[src/hw/rtl/nll_pkg.sv]
`timescale 1ns / 1ps
`default_nettype none
package nll_pkg;
    localparam int SW       = 24;              // sample width
    localparam int FRAC     = SW - 2;          // fraction bits of a sample
    localparam int ACC_W    = 30;              // pre-saturation accumulator
    localparam int MAG_W    = 30;
    localparam int SQ_W     = 26;
    localparam int A_W      = 28;
    localparam int B_W      = 29;
    localparam int DVD_W    = 52;
    localparam int DIV_STEPS = 24;             // quotient bits
    localparam int CNT_W    = 5;
    localparam int CFG_IDX_W  = 3;
    localparam int CFG_DATA_W = 19;

    // register indexes
    localparam logic [CFG_IDX_W-1:0] REG_CUTOFF   = 3'd0;
    localparam logic [CFG_IDX_W-1:0] REG_FEEDBACK = 3'd1;
    localparam logic [CFG_IDX_W-1:0] REG_COMP     = 3'd2;
    localparam logic [CFG_IDX_W-1:0] REG_DRIVE    = 3'd3;
    localparam logic [CFG_IDX_W-1:0] REG_SLOPE    = 3'd4;

    // datapath operations
    localparam logic [3:0] OP_NOP  = 4'd0;
    localparam logic [3:0] OP_LOAD = 4'd1;
    localparam logic [3:0] OP_U1   = 4'd2;
    localparam logic [3:0] OP_U2   = 4'd3;
    localparam logic [3:0] OP_U3   = 4'd4;
    localparam logic [3:0] OP_MAG  = 4'd5;
    localparam logic [3:0] OP_SQ   = 4'd6;
    localparam logic [3:0] OP_AB   = 4'd7;
    localparam logic [3:0] OP_DIV  = 4'd8;
    localparam logic [3:0] OP_SEND = 4'd9;
    localparam logic [3:0] OP_SRC  = 4'd10;
    localparam logic [3:0] OP_ST1  = 4'd11;
    localparam logic [3:0] OP_ST2  = 4'd12;
    localparam logic [3:0] OP_TAP  = 4'd13;

    typedef struct packed {
        logic [3:0] op;
        logic       first;   // first stage of a pass: source is the input saturator
    } t_cmd;

    typedef struct packed {
        logic big;           // saturator input beyond +-3
    } t_stat;
endpackage
`default_nettype wire

[src/hw/rtl/nll_ctrl.sv]
`timescale 1ns / 1ps
`default_nettype none
module nll_ctrl import nll_pkg::*; #(
    parameter int OVERSAMPLE = 2,
    parameter int NUM_STAGES = 4
) (
    input  wire  i_clk,
    input  wire  i_rst_n,
    input  wire  i_in_valid,
    output logic o_in_stall,
    output logic o_out_valid,
    input  wire  i_out_stall,
    input  t_stat i_stat,
    output t_cmd  o_cmd
);
    localparam int PW = (OVERSAMPLE > 1) ? $clog2(OVERSAMPLE) : 1;
    localparam int KW = (NUM_STAGES > 1) ? $clog2(NUM_STAGES) : 1;

    localparam logic [3:0] S_IDLE = 4'd0;
    localparam logic [3:0] S_U1   = 4'd1;
    localparam logic [3:0] S_U2   = 4'd2;
    localparam logic [3:0] S_U3   = 4'd3;
    localparam logic [3:0] S_MAG  = 4'd4;
    localparam logic [3:0] S_SQ   = 4'd5;
    localparam logic [3:0] S_AB   = 4'd6;
    localparam logic [3:0] S_DIV  = 4'd7;
    localparam logic [3:0] S_SEND = 4'd8;
    localparam logic [3:0] S_SRC  = 4'd9;
    localparam logic [3:0] S_ST1  = 4'd10;
    localparam logic [3:0] S_ST2  = 4'd11;
    localparam logic [3:0] S_TAP  = 4'd12;

    logic [3:0]       r_state, n_state;
    logic [PW-1:0]    r_pass, n_pass;
    logic [KW-1:0]    r_k, n_k;
    logic             r_phase, n_phase;   // 0: input saturator, 1: stage saturator
    logic [CNT_W-1:0] r_cnt, n_cnt;
    logic             r_out_valid, n_out_valid;

    assign o_in_stall  = (r_state != S_IDLE);
    assign o_out_valid = r_out_valid;

    // sequence the passes and stages
    always_comb begin
        n_state     = r_state;
        n_pass      = r_pass;
        n_k         = r_k;
        n_phase     = r_phase;
        n_cnt       = r_cnt;
        n_out_valid = r_out_valid;
        o_cmd.op    = OP_NOP;
        o_cmd.first = (r_k == '0);
        if (r_out_valid && !i_out_stall) begin
            n_out_valid = 1'b0;
        end
        case (r_state)
            S_IDLE: begin
                if (i_in_valid) begin
                    o_cmd.op = OP_LOAD;
                    n_pass   = '0;
                    n_state  = S_U1;
                end
            end
            S_U1: begin
                o_cmd.op = OP_U1;
                n_state  = S_U2;
            end
            S_U2: begin
                o_cmd.op = OP_U2;
                n_state  = S_U3;
            end
            S_U3: begin
                o_cmd.op = OP_U3;
                n_phase  = 1'b0;
                n_state  = S_MAG;
            end
            S_MAG: begin
                o_cmd.op = OP_MAG;
                n_state  = S_SQ;
            end
            S_SQ: begin
                o_cmd.op = OP_SQ;
                n_state  = i_stat.big ? S_SEND : S_AB;
            end
            S_AB: begin
                o_cmd.op = OP_AB;
                n_cnt    = '0;
                n_state  = S_DIV;
            end
            S_DIV: begin
                o_cmd.op = OP_DIV;
                n_cnt    = r_cnt + 1'b1;
                if (r_cnt == CNT_W'(DIV_STEPS - 1)) begin
                    n_state = S_SEND;
                end
            end
            S_SEND: begin
                o_cmd.op = OP_SEND;
                if (!r_phase) begin
                    n_k     = '0;
                    n_phase = 1'b1;
                    n_state = S_SRC;
                end else begin
                    n_state = S_ST1;
                end
            end
            S_SRC: begin
                o_cmd.op = OP_SRC;
                n_state  = S_MAG;
            end
            S_ST1: begin
                o_cmd.op = OP_ST1;
                n_state  = S_ST2;
            end
            S_ST2: begin
                o_cmd.op = OP_ST2;
                if (r_k == KW'(NUM_STAGES - 1)) begin
                    if (r_pass == PW'(OVERSAMPLE - 1)) begin
                        n_state = S_TAP;
                    end else begin
                        n_pass  = r_pass + 1'b1;
                        n_state = S_U1;
                    end
                end else begin
                    n_k     = r_k + 1'b1;
                    n_state = S_SRC;
                end
            end
            S_TAP: begin
                // wait for the output register to free up
                if (!r_out_valid || !i_out_stall) begin
                    o_cmd.op    = OP_TAP;
                    n_out_valid = 1'b1;
                    n_state     = S_IDLE;
                end
            end
            default: begin
                n_state = S_IDLE;
            end
        endcase
    end

    always_ff @(posedge i_clk) begin
        if (!i_rst_n) begin
            r_state     <= S_IDLE;
            r_pass      <= '0;
            r_k         <= '0;
            r_phase     <= 1'b0;
            r_cnt       <= '0;
            r_out_valid <= 1'b0;
        end else begin
            r_state     <= n_state;
            r_pass      <= n_pass;
            r_k         <= n_k;
            r_phase     <= n_phase;
            r_cnt       <= n_cnt;
            r_out_valid <= n_out_valid;
        end
    end
endmodule
`default_nettype wire

[config.mk]
export PLATFORM = sky130hd
export DESIGN_NAME = nll_ctrl
export DESIGN_NICKNAME = d
export VERILOG_FILES = /design/src/hw/rtl/nll_pkg.sv /design/src/hw/rtl/nll_ctrl.sv
export SDC_FILE = /design/constraint.sdc
export NUM_CORES = 1
export LEC_CHECK = 0
export BUFFER_PORTS_ARGS = -buffer_cell sky130_fd_sc_hd__clkbuf_2
export CAP_MARGIN = 40
export CORE_MARGIN = 10
export CORE_UTILIZATION = 56
export DETAILED_ROUTE_END_ITERATION = 16
export GPL_TIMING_DRIVEN = 0
export HOLD_SLACK_MARGIN = 0.08
export PLACE_DENSITY_LB_ADDON = 0.25
export SETUP_SLACK_MARGIN = 0.5
export SLEW_MARGIN = 20
export SYNTH_ARGS = -nofsm -noshare
export SYNTH_HDL_FRONTEND = slang
export SYNTH_SLANG_ARGS = --single-unit
[constraint.sdc]
create_clock -name i_clk -period 1.9 [get_ports i_clk]
set_input_delay 0 -clock i_clk [delete_from_list [all_inputs] [get_ports i_clk]]
set_output_delay 0 -clock i_clk [all_outputs]
set_load 0.02 [all_outputs]
==> flow_summary.ini, run 1 <==
[setup_path]
r2r_slack_ns = 0.53
cp-end-kind = primary output
r2r_start = r_k[0]
setup.worst_path.start_class = register
worst_ep_arrival_time_ns = 1.41
r2r_cells = 5
worst-setup-path-type = reg2out
worstReg2RegEnd = r_k[1]
critPathMaxFanout = 7
worstPathRequired_ns = 1.90

[finish]
syn_to_final_growth_pct = 32.3
instances_no_fill = 167
num_antenna_cells = 0
drive_gt1_share_pct = 39.3
nNetsFinal = 160

[detailed_routing]
ant_nets = 0
firstDrtPassIters = 4
first_iter_violations = 43
num_vias = 1015
totalWireLength_mm = 2.76
wl_per_cell_um = 16.5
drcViolationCount = 0
post_drt_via_cell_ratio = 6.08

[clock_network]
numClockSinks = 14
clkTransAtPathRegs_ns = 0.08
root_buffer = clkbuf_4
cts_buffers = 3
clockBufferDepth = 2
clock_latency_ns = 0.29
cts_tree = yes
cts-htree-levels = 1

[grt]
antenna_found_initial = 0
gr-total-overflow = 0
first_global_vias = 972
grt_max_degree = 11
grt_use_total_pct = 15.8
grt_first_pass_wirelength_mm = 4.54

[timing]
tns_ns = 0
relSlewSlack_pct = 75.4
tightest_slew_ns = 0.369
finalSetupViolCount = 0
rsz0062_at_grt = yes
finalCritPeriodShare_pct = 74.3
skew_ns = 0.00337
fmax_ghz = 0.709
min_period_ns = 1.41
final-hold-violation-count = 0
slew_violations = 0

[synthesis]
async_flop_share_pct = 0
synth_flop_cell = dfxtp_1
synthTopCellsByCount = 14 x dfxtp_1, 13 x a21oi_1, 11 x nand2_1
syn-num-nets = 134
yosysMostFrequentCell = dfxtp_1
yosys.area.top_type = dfxtp_1
yosysSeqAreaShare_pct = 28.5
synth.area.top_cells = dfxtp_1 28%, a21oi_1 6.6%, nand3_1 4.6%
synthesis.instances = 126
synth_warnings = 0
synth.top_cell.area_share_pct = 28.5
ys_types = 44
synth-edff-count = 0
synth_area_um2 = 983
synth_area_per_cell_um2 = 7.81
synth-seq-cells = 14

[floorplan]
die_area_mm2 = 0.00383
fp.coreArea_mm2 = 0.00169
dieWidth_um = 61.9
die_height_um = 61.9
start_util_pct = 58.2
rows = 15
io_pins = 12

[power_and_ir_drop]
p_sw_uw = 634
internal-power_uw = 839
leakagePower_nw = 0.534
pwr-share-comb_pct = 63.9
pwr-share-clk_pct = 11.6
ir_drop_mv = 0.956
power_density_mw_per_mm2 = 1130
seq_power_share_pct = 24.5
power.share.switching_pct = 43.0

[job]
max_cap_viol_count = 0

[placed_design]
hpwl_mm = 1.66
place.gp.congestion = 0.910
io_buffers = 10
dp_cells = 153

[min_path]
holdPathEnd = r_state[1]
min_path_cells = 2
min_path_type = in2reg
min-delay-start = i_rst_n

[status]
status = completed
-- power by group through the flow --
stage	Combinational (mW)	Clock [mW]	Sequential, mW
CTS	0.845	0.176	0.359
global placement	0.636	0	0.364
floorplan	0.500	0	0.356
finish	0.941	0.171	0.361
detailed placement	0.642	0	0.365
global route	1.00	0.196	0.364
-- repair_timing --
action,4_1_cts,5_1_grt
gates resized for setup,28,15
setup endpoints to repair,7,8
pin swaps,5,4
hold buffers,0,0
setup buffers,9,2
-- worst max-delay path by stage --
stage,start,to,slack [ns],cells after the start
global placement,r_k[0],r_k[1],0.47,5
CTS,r_state[1],o_cmd[4],0.48,6
global route,r_state[0],o_cmd[4],0.41,6
detailed placement,r_k[0],r_k[1],0.45,5
floorplan,r_k[0],r_k[1],0.54,5
finish,r_state[0],o_cmd[1],0.49,5
-- critical path, stage by stage, from the launching register on --
cell and delay [ns]:
dfxtp_2 0.33, buf_6 0.12, buf_8 0.13, buf_4 0.13, a311oi_2 0.22, buf_4 0.19
-- per-stage QoR --
| stage | setup slack, ns | hold WS (ns) | utilization (%) | instance area, um2 | power (mW) |
|---|---|---|---|---|---|
| detailed placement | 0.447 | 0.373 | 62.4 | 1050 | 1.01 |
| global route | 0.413 | 0.115 | 77.0 | 1300 | 1.56 |
| CTS | 0.480 | 0.0815 | 73.1 | 1230 | 1.38 |
| floorplan | 0.537 | 0.240 | - | 983 | 0.856 |
| finish | 0.489 | 0.0840 | 77.0 | 1300 | 1.47 |
| global placement | 0.472 | 0.350 | 62.4 | 1050 | 1.00 |
-- cell families after synthesis --
family,after synthesis,synth area share (%)
AND/OR/NAND/NOR,50,29.1
AO/OA/AOI/OAI,41,25.7
buffers and inverters,15,9.41
flip-flops,14,28.5
adder cells (fa/ha/maj),3,3.82
multiplexers,2,2.54
XOR/XNOR,1,0.891
-- flip-flops by register name (all words and copies together), names as in the netlist --
name	count
r_cnt	5
o_out_valid	1
r_k	2
r_pass	1
r_phase	1
r_state	4
-- cells in the final DEF (no fill, tap or decap), types with 3 or more instances in the layout --
master / Yosys / final
inv_1: 4 / 4
dfxtp_1: 14 / 8
o21ai_0: 8 / 5
clkbuf_2: 0 / 6
clkbuf_4: 0 / 4
nand3_1: 9 / 9
a21oi_2: 0 / 3
a21oi_1: 13 / 10
nor2_1: 4 / 3
nand2b_1: 4 / 4
nand2_1: 11 / 11
nor3_1: 5 / 5
buf_6: 3 / 5
o21ai_1: 6 / 8
buf_4: 3 / 14
dfxtp_2: 0 / 5
-- layer usage --
| metal | global-route usage, % | up-vias | share of wire (%) |
|---|---|---|---|
| li1 | - | 505 | - |
| met1 | 19.1 | 479 | 44 |
| met3 | 3.25 | 5 | 4.8 |
| met2 | 26.5 | 26 | 50 |
| met4 | 6.37 | 0 | 1.7 |
| met5 | 0 | - | 0 |
-- cell type report --
type / count / area [um2]
buffer: 9 / 97.6
clock buffer: 3 / 22.5
fill: 117 / 388
inverter: 6 / 25.0
multi-input combinational: 97 / 704
sequential: 14 / 290
tap: 17 / 21.3
timing repair buffer: 21 / 140
Power figures use the tool's default switching activity.
==> inputs of run 2 (changes only) <==
ABC_AREA = 1   (was unset)
CORE_UTILIZATION = 55   (was 56)
clock period = 1.47 ns   (was 1.9 ns; I/O delays follow)
==> flow_summary.ini, run 2 <==
[status]
status = completed

[finish]
syn_to_final_growth_pct = 61.0
largest_reg_flops = 5
top_register = r_cnt
reg_top3 = r_cnt x5, r_state x4, r_k x2
num_antenna_cells = 0
nNetsFinal = 180
mostFrequentLayoutCell = nand2_1
final_cell_mix = 26 x nand2_1, 12 x nor2_1, 12 x buf_4
drive_gt1_share_pct = 55.6

[setup_path]
worst_ep_arrival_time_ns = 1.55
cp_top_family = simple AND/OR/NAND/NOR gates
path_buf_inv = 1
worst-setup-path-type = reg2reg
cp_common_cell = nand2_1
setup.worst_path.start_class = register
critPathMaxFanout = 3
slowest_delay_ns = 0.39
path_cells = ha_4 -> inv_2 -> or2_2 -> nand2_1 -> nand3_2 -> nand2_1 -> a21oi_1
slowest_stage = dfxtp_4
cp-end-kind = register
worstPathRequired_ns = 1.63

[detailed_routing]
first_iter_violations = 106
totalWireLength_mm = 3.87
wl_per_cell_um = 20.7
num_vias = 1226
drcViolationCount = 0
firstDrtPassIters = 5
post_drt_via_cell_ratio = 6.56
ant_nets = 0

[timing]
finalSetupViolCount = 0
slew_violations = 0
finalCritPeriodShare_pct = 94.4
hold_ws_ns = 0.0678
tightest_slew_ns = 0.343
relSlewSlack_pct = 77.0
final-hold-violation-count = 0
tns_ns = 0
fmax_ghz = 0.720
min_period_ns = 1.39
rsz0062_at_grt = yes
skew_ns = 0.00722

[placed_design]
hpwl_mm = 1.62
io_buffers = 11
place.gp.congestion = 0.880

[grt]
grt_use_total_pct = 13.8
grt_first_pass_wirelength_mm = 3.95
gr-total-overflow = 0
first_global_vias = 925
antenna_found_initial = 0
grt_max_degree = 10

[synthesis]
synth_flop_cell = dfxtp_1
ys_types = 24
synth_area_per_cell_um2 = 6.34
yosysSeqAreaShare_pct = 31.3
synth_warnings = 0
synth_area_um2 = 895
synth.area.top_cells = dfxtp_1 31%, nand2_1 15%, nor2_1 8.4%
synthTopCellsByCount = 35 x nand2_1, 20 x nor2_1, 15 x inv_1
yosys.area.top_type = dfxtp_1
synth-edff-count = 0
syn-num-nets = 149
synthesis.instances = 141
synth-seq-cells = 14
yosysMostFrequentCell = nand2_1
synth.top_cell.area_share_pct = 31.3
async_flop_share_pct = 0

[power_and_ir_drop]
power_density_mw_per_mm2 = 844
ir_drop_mv = 0.754
leakagePower_nw = 0.631

[floorplan]
start_util_pct = 58.7
rows = 14
io_pins = 12
die_area_mm2 = 0.00364
die_height_um = 60.3
dieWidth_um = 60.3
fp.coreArea_mm2 = 0.00152

[clock_network]
cts_tree = yes
numClockSinks = 14
clkTransAtPathRegs_ns = 0.09
clockBufferDepth = 2
cts-htree-levels = 1
cts-hold-fix-buffers = 1
cts_buffers = 3
root_buffer = clkbuf_4
clock_latency_ns = 0.28

[min_path]
min_path_type = in2reg

[job]
max_cap_viol_count = 0
[run 2: per-layer routing]
layer / global-route usage [%] / part of all wire [%] / vias up
met5: 0 / 0 / -
met4: 7.05 / 5.9 / 0
met2: 22.8 / 46 / 114
met3: 3.34 / 13 / 30
met1: 16.2 / 35 / 565
li1: - / - / 517
[run 2: worst paths after layout]
path,depth (start not counted),slack [ns],start,to
max,7,0.08,r_k[1],r_state[3]
min,4,0.07,i_in_valid,r_pass
max reg2reg,7,0.08,r_k[1],r_state[3]
min reg2reg,2,0.51,r_pass,r_pass
[run 2: final cells by class]
| type | instances | area, um2 |
|---|---|---|
| timing repair buffer | 26 | 230 |
| multi-input combinational | 106 | 744 |
| buffer | 1 | 11.3 |
| inverter | 20 | 90.1 |
| sequential | 14 | 308 |
| tap | 16 | 20.0 |
| fill | 48 | 83.8 |
| clock buffer | 4 | 36.3 |
[run 2: tightest hold or removal path, stage by stage]
cell	delay [ns]
clkbuf_2	0.10
nand2_2	0.07
nand2_1	0.08
a21oi_2	0.05
[run 2: metrics by stage]
stage | instance area [um2] | power, mW | worst slack [ns] | utilization [%] | cells
2_1_floorplan | 955 | 0.641 | 0.377 | - | 141
3_3_place_gp | 1030 | 0.714 | 0.294 | 67.6 | 168
3_5_place_dp | 1030 | 0.716 | 0.272 | 67.6 | 168
4_1_cts | 1260 | 1.11 | 0.162 | 83.0 | 180
5_1_grt | 1440 | 1.25 | 0.0429 | 94.5 | 187
6_report | 1440 | 1.22 | 0.0819 | 94.5 | 187
[run 2: power by group]
group	internal, mW	leakage [nW]	switching (mW)	total (mW)
clock network	0.151	0.0210	0.127	0.277
logic	0.209	0.491	0.314	0.523
registers	0.388	0.119	0.0274	0.416
total	0.748	0.631	0.468	1.22
[run 2: timing repair]
item                                   4_1_cts  5_1_grt
setup endpoints to repair                   19       20
gates resized for setup                     41       34
endpoints found under the hold margin        6        1
buffers inserted                             7        7
pin swaps                                   13       14
[run 2: cells by family after synthesis]
group | synth area share (%)
compound gates | 13.7
fa+ha+maj | 4.20
simple gates | 41.1
flops | 31.3
buf+inv | 9.65
